### src/hw/rtl/pli_pkg.sv
// ----------------------------------------------------------------------------
// Periodic Lagrange interpolator package
// Shared widths, codes, command and status structures, and the factorial
// helper that the datapath uses to build its denominator tables.
// ----------------------------------------------------------------------------
package pli_pkg;

    // Defaults for the top-level parameters.
    localparam int MAX_POINTS_DEF   = 1024;
    localparam int SAMPLE_WIDTH_DEF = 32;

    // The weight arithmetic is sized for this order, so it is fixed.
    localparam int MAX_ORDER = 7;

    // Configuration register indexes.
    localparam logic [1:0] CFG_INV_SPACING  = 2'd0;
    localparam logic [1:0] CFG_GRID_SIZE    = 2'd1;
    localparam logic [1:0] CFG_INTERP_ORDER = 2'd2;

    // Request function codes.
    localparam logic FUNC_WRITE = 1'b0;
    localparam logic FUNC_QUERY = 1'b1;

    // Internal widths.
    localparam int N_W       = 11;  // grid size and wrapped index
    localparam int ORD_W     = 3;   // order
    localparam int HALF_W    = 2;   // order / 2
    localparam int NUM_W     = 28;  // basis numerator, signed Q16
    localparam int FAC_W     = 21;  // (t - node) factor, signed Q16
    localparam int NP_W      = 29;  // rounded dividend magnitude
    localparam int W_W       = 28;  // weight, signed Q16
    localparam int D_W       = 13;  // denominator magnitude
    localparam int R_W       = 33;  // reciprocal, floor(2^32 / d)
    localparam int MB_W      = 34;  // second multiplier operand
    localparam int MAG_W     = 33;  // magnitude fed to the wrap unit
    localparam int MOD_STEPS = 33;  // one remainder step per magnitude bit
    localparam int ITER_W    = 6;

    localparam int Q16_ONE  = 65536;
    localparam int Q16_HALF = 32768;

    typedef enum logic [2:0] {
        MUL_POS,
        MUL_FACT,
        MUL_RECIP,
        MUL_CORR,
        MUL_ACC
    } mul_sel_t;

    typedef struct packed {
        logic             wr_sample;
        logic             load_query;
        logic             mul_en;
        mul_sel_t         mul_sel;
        logic             split;
        logic             mod_step;
        logic             mod_fix;
        logic             k_init;
        logic             num_upd;
        logic             div_np;
        logic             div_q0;
        logic             div_w;
        logic             acc_add;
        logic             round;
        logic             load_out;
        logic [ORD_W-1:0] k;
        logic [ORD_W-1:0] m;
    } pli_cmd_t;

    typedef struct packed {
        logic             size_err;
        logic [ORD_W-1:0] order;
    } pli_status_t;

    function automatic int unsigned fact(input int unsigned x);
        int unsigned r;
        r = 1;
        for (int unsigned i = 2; i <= x; i++)
        begin
            r = r * i;
        end
        return r;
    endfunction

endpackage

### src/hw/rtl/pli_ctrl.sv
// ----------------------------------------------------------------------------
// Periodic Lagrange interpolator controller
// Sequences each query through the shared multiplier and the wrap unit,
// and owns the request handshakes.
// ----------------------------------------------------------------------------
module pli_ctrl
    import pli_pkg::*;
(
    input  logic        clk,
    input  logic        rst_n,
    input  logic        in_valid,
    input  logic        func,
    input  logic        out_ready,
    input  pli_status_t status,
    output logic        in_ready,
    output logic        out_valid,
    output pli_cmd_t    cmd
);

    typedef enum logic [4:0] {
        S_IDLE,
        S_PROD,
        S_SPLIT,
        S_MOD,
        S_MODFIX,
        S_KINIT,
        S_FACT,
        S_FACTW,
        S_NP,
        S_RMUL,
        S_Q0,
        S_CMUL,
        S_WGT,
        S_AMUL,
        S_ACC,
        S_ROUND,
        S_DONE
    } state_t;

    state_t              state_reg, state_next;
    logic [ITER_W-1:0]   iter_reg, iter_next;
    logic [ORD_W-1:0]    k_reg, k_next;
    logic [ORD_W:0]      m_reg, m_next;
    logic                in_ready_reg, in_ready_next;
    logic                out_valid_reg, out_valid_next;
    logic                accept;

    assign accept    = in_valid && in_ready_reg;
    assign in_ready  = in_ready_reg;
    assign out_valid = out_valid_reg;

    always_comb
    begin
        state_next     = state_reg;
        iter_next      = iter_reg;
        k_next         = k_reg;
        m_next         = m_reg;
        in_ready_next  = in_ready_reg;
        out_valid_next = out_valid_reg;
        cmd            = '0;
        cmd.mul_sel    = MUL_POS;
        cmd.k          = k_reg;
        cmd.m          = m_reg[ORD_W-1:0];

        if (out_valid_reg && out_ready)
        begin
            out_valid_next = 1'b0;
        end

        unique case (state_reg)
            S_IDLE:
            begin
                if (accept)
                begin
                    if (func == FUNC_WRITE)
                    begin
                        cmd.wr_sample = 1'b1;
                    end
                    else
                    begin
                        cmd.load_query = 1'b1;
                        in_ready_next  = 1'b0;
                        state_next     = status.size_err ? S_DONE : S_PROD;
                    end
                end
            end
            S_PROD:
            begin
                cmd.mul_en  = 1'b1;
                cmd.mul_sel = MUL_POS;
                state_next  = S_SPLIT;
            end
            S_SPLIT:
            begin
                cmd.split  = 1'b1;
                iter_next  = '0;
                state_next = S_MOD;
            end
            S_MOD:
            begin
                cmd.mod_step = 1'b1;
                iter_next    = iter_reg + ITER_W'(1);
                if (iter_reg == ITER_W'(MOD_STEPS - 1))
                begin
                    state_next = S_MODFIX;
                end
            end
            S_MODFIX:
            begin
                cmd.mod_fix = 1'b1;
                k_next      = '0;
                state_next  = S_KINIT;
            end
            S_KINIT:
            begin
                cmd.k_init = 1'b1;
                m_next     = '0;
                state_next = S_FACT;
            end
            S_FACT:
            begin
                if (m_reg > {1'b0, status.order})
                begin
                    state_next = S_NP;
                end
                else if (m_reg[ORD_W-1:0] == k_reg)
                begin
                    m_next = m_reg + (ORD_W+1)'(1);
                end
                else
                begin
                    cmd.mul_en  = 1'b1;
                    cmd.mul_sel = MUL_FACT;
                    state_next  = S_FACTW;
                end
            end
            S_FACTW:
            begin
                cmd.num_upd = 1'b1;
                m_next      = m_reg + (ORD_W+1)'(1);
                state_next  = S_FACT;
            end
            S_NP:
            begin
                cmd.div_np = 1'b1;
                state_next = S_RMUL;
            end
            S_RMUL:
            begin
                cmd.mul_en  = 1'b1;
                cmd.mul_sel = MUL_RECIP;
                state_next  = S_Q0;
            end
            S_Q0:
            begin
                cmd.div_q0 = 1'b1;
                state_next = S_CMUL;
            end
            S_CMUL:
            begin
                cmd.mul_en  = 1'b1;
                cmd.mul_sel = MUL_CORR;
                state_next  = S_WGT;
            end
            S_WGT:
            begin
                cmd.div_w  = 1'b1;
                state_next = S_AMUL;
            end
            S_AMUL:
            begin
                cmd.mul_en  = 1'b1;
                cmd.mul_sel = MUL_ACC;
                state_next  = S_ACC;
            end
            S_ACC:
            begin
                cmd.acc_add = 1'b1;
                if (k_reg == status.order)
                begin
                    state_next = S_ROUND;
                end
                else
                begin
                    k_next     = k_reg + ORD_W'(1);
                    state_next = S_KINIT;
                end
            end
            S_ROUND:
            begin
                cmd.round  = 1'b1;
                state_next = S_DONE;
            end
            S_DONE:
            begin
                if (!out_valid_reg || out_ready)
                begin
                    cmd.load_out   = 1'b1;
                    out_valid_next = 1'b1;
                    in_ready_next  = 1'b1;
                    state_next     = S_IDLE;
                end
            end
            default:
            begin
                state_next = S_IDLE;
            end
        endcase
    end

    always_ff @(posedge clk or negedge rst_n)
    begin
        if (!rst_n)
        begin
            state_reg     <= S_IDLE;
            iter_reg      <= '0;
            k_reg         <= '0;
            m_reg         <= '0;
            in_ready_reg  <= 1'b1;
            out_valid_reg <= 1'b0;
        end
        else
        begin
            state_reg     <= state_next;
            iter_reg      <= iter_next;
            k_reg         <= k_next;
            m_reg         <= m_next;
            in_ready_reg  <= in_ready_next;
            out_valid_reg <= out_valid_next;
        end
    end

    // The stencil counter never runs past the order while factors are formed.
    assert property (@(posedge clk) disable iff (!rst_n)
        (state_reg == S_FACT) |-> (k_reg <= status.order))
        else $error("stencil counter beyond order");

    // A result only appears from the completion state.
    assert property (@(posedge clk) disable iff (!rst_n)
        $rose(out_valid_reg) |-> $past(state_reg == S_DONE))
        else $error("result raised outside completion");

    // A query closes the input until its result is produced.
    assert property (@(posedge clk) disable iff (!rst_n)
        (accept && func == FUNC_QUERY) |=> !in_ready_reg)
        else $error("input still open after query");

endmodule

### config.mk
export PLATFORM = sky130hd
export DESIGN_NAME = pli_ctrl
export DESIGN_NICKNAME = d
export VERILOG_FILES = /design/src/hw/rtl/pli_pkg.sv /design/src/hw/rtl/pli_ctrl.sv
export SDC_FILE = /design/constraint.sdc
export NUM_CORES = 1
export LEC_CHECK = 0
export BUFFER_PORTS_ARGS = -buffer_cell sky130_fd_sc_hd__buf_2
export CAP_MARGIN = 30
export CORE_MARGIN = 2
export CORE_UTILIZATION = 50
export DETAILED_ROUTE_END_ITERATION = 10
export PLACE_DENSITY = 0.75
export RECOVER_POWER = 100
export SYNTH_ARGS = -nofsm -noshare
export SYNTH_HDL_FRONTEND = slang
export SYNTH_SLANG_ARGS = --single-unit
### constraint.sdc
create_clock -name clk -period 2.3 [get_ports clk]
set_input_delay 0 -clock clk [delete_from_list [all_inputs] [get_ports clk]]
set_output_delay 0 -clock clk [all_outputs]
set_load 0.03 [all_outputs]
==> flow_summary.toml <==
[timing]
tightest_slew_ns = 1.11
worst_slack_ns = 0.140
fmax_ghz = 0.463
rsz0062_at_grt = "no"
fin_crit_sh = 0.939
fin_crit_ns = 2.16
setup_tns_ns = 0
skew_ns = 0.00499
report.final.slew_viol_count = 0
relSlewSlack = 0.260
hold_viol = 0
setup_viol = 0

[grt]
grt_overflow = 0
grt_max_degree = 21
grt_pass1_wl_um = 6240
first_global_vias = 1451
grt.total_usage = 0.231
antenna_found_initial = 0

[setup_path]
worstSetupPathType = "reg2reg"
critPathBufInv = 0
crit_fanout = 8
cpPeakStageDelay_ns = 0.52
regToRegEndpoint = "m_reg[3]"
crit_path_start = "m_reg[2]"
critPathLaunchType = "flip-flop"
cp.arrival_ns = 2.40
cp_slowest_cell = "or4_1"
rr_worst_depth = 6
r2r_slack_ns = 0.14
crit_family = "simple AND/OR/NAND/NOR gates"
reg2reg_from = "m_reg[2]"
path_cells = "ha_1 -> or2_0 -> a21oi_1 -> nor4_2 -> or4_1 -> a21oi_1"
worstPathRequired_ns = 2.54
critPathCaptureType = "flip-flop"
critical_path.most_common_cell = "a21oi_1"

[floorplan]
die_area_mm2 = 0.00340
core_area_mm2 = 0.00278
die_h_um = 58.3
initial_core_util = 0.530
die_w_um = 58.3
rows = 19
io-pin-count = 34

[logic_synthesis]
synth_top_cell_by_area = "dfrtp_1"
synthTopCellsByArea = "dfrtp_1 (32%), ha_1 (5.9%), nor2_1 (4.6%)"
synth_top_area_frac = 0.322
syn_nets = 187
synth_warnings = 0
synth-edff-count = 0
synthFlopType = "dfrtp_1"
ys_async_sr_fraction = 1.00
yosysUniqueCellTypes = 49
ys_seq_area_frac = 0.340
postSynthAreaPerCell_um2 = 8.63
netlist_instances = 171
synth_area_mm2 = 0.00148
ys_seq_elements = 20

[pwr]
p_comb_frac = 0.581
switching_share = 0.503
p_leak_nw = 0.738
seqPwrFrac = 0.287
internal-power_mw = 1.12
power_density_mw_per_mm2 = 1360
power.switching_mw = 1.14
irDropWorstVdd_uv = 940
p_clk_frac = 0.132

[cells_and_area]
antenna_cells = 0
final_cell_mix = "clkbuf_1 (23), nor2_1 (18), dfrtp_1 (18)"
largest_reg_flops = 6
fin_cells = 236
final_common_cell = "clkbuf_1"
areaGrowthSynthToFinish_pct = 13.1
nNetsFinal = 222
layout-drive-gt1-share = 0.151

[hold_path]
hold_start = "out_ready"
hold_path_class = "in2reg"
min_path_cells = 3
min_to = "out_valid"

[place]
globalplace.congestion = 0.926
place_inst = 231
pre_cts_slack_ns = 0.215
port_buffers = 33
hpwl_um = 2810

[routing]
drtAntennaViolNets = 0
routed_via_density = 6.08
dr.pass1.iters = 4
routed_wl_um = 3680
drtIter0Drc = 57
drcViolationCount = 0
vias = 1435
wl_per_cell_um = 15.6

[clock_network]
cts_tree = "yes"
clockBufferDepth = 2
cts_max_level = 1
path_clk_slew_ns = 0.13
cts_buffers = 3
worstSkewPairLatency_ns = 0.31
clock-root-buffer = "clkbuf_4"
clock_sinks = 20
postCtsSetupBuffers = 0

[job]
drv_cap = 0

[run_status]
outcome = "completed"
==> metal layers <==
metal | GRT usage | up-vias | share of wire
li1 | - | 682 | -
met1 | 0.309 | 695 | 0.44
met2 | 0.377 | 54 | 0.49
met3 | 0.0418 | 4 | 0.067
met4 | 0.0831 | 0 | 0.0052
met5 | 0 | - | 0
==> logic make-up (layout without fill, tap and decap cells) <==
| group | count (synthesis) | after routing | synth area share |
|---|---|---|---|
| AND/OR/NAND/NOR | 71 | 71 | 0.271 |
| adder cells (fa/ha/maj) | 7 | 7 | 0.0594 |
| buffers and inverters | 21 | 55 | 0.0738 |
| AO/OA/AOI/OAI | 43 | 43 | 0.197 |
| multiplexers | 2 | 2 | 0.0178 |
| flip-flops | 20 | 20 | 0.340 |
| XOR/XNOR | 7 | 7 | 0.0416 |
==> cell usage after synthesis (all sizes together), types with 3 or more instances <==
cell,count
xnor2,3
o21ai,13
nand3b,4
nor2,18
buf,8
inv,12
nand2b,3
nand3,5
xor2,4
a21oi,7
nor3,9
nand2,15
dfrtp,19
o31ai,5
nor2b,3
ha,7
nand4,3
==> worst min-delay path, stage by stage <==
cell and delay [ns]:
buf_2 0.07, nand2b_1 0.16, nand2_1 0.07
==> stage by stage <==
| stage | util | power (mW) | area [um2] | hold WS, ns |
|---|---|---|---|---|
| floorplan | - | 1.70 | 1480 | -0.296 |
| global placement | 0.594 | 1.96 | 1650 | -0.0260 |
| detailed placement | 0.594 | 2.01 | 1650 | -0.0203 |
| CTS | 0.617 | 2.32 | 1720 | 0.0167 |
| global route | 0.600 | 2.43 | 1670 | 0.0486 |
| finish | 0.600 | 2.26 | 1670 | 0.0187 |
==> area by class of cell <==
class,count,area (um2)
well taps,31,38.8
clock inverters,1,30.0
flip-flops and latches,20,503
repair buffers,39,181
fillers,255,1110
inverters,12,45.0
clock buffers,3,22.5
multi-input cells,130,847
==> power groups by stage <==
stage / logic (mW) / clock network, mW / registers (mW)
after floorplan: 1.07 / 0 / 0.631
after global placement: 1.32 / 0 / 0.642
after detailed placement: 1.36 / 0 / 0.651
after CTS: 1.37 / 0.302 / 0.644
after global routing: 1.45 / 0.315 / 0.666
final: 1.31 / 0.299 / 0.650
==> worst max path at each step <==
stage,to,slack (ns),cells past startpoint
2_1_floorplan,state_reg[1],0.30,6
3_3_place_gp,state_reg[1],0.25,6
3_5_place_dp,state_reg[1],0.21,6
4_1_cts,cmd[20],0.12,5
5_1_grt,cmd[20],0.04,5
6_report,m_reg[3],0.14,6
==> timing repair <==
item | 4_1_cts | 5_1_grt
setup endpoints to repair | 0 | 1
resized for setup | 0 | 1
hold endpoints to repair | 20 | 0
hold buffers | 1 | 0
(Power assumes the default switching activity.)
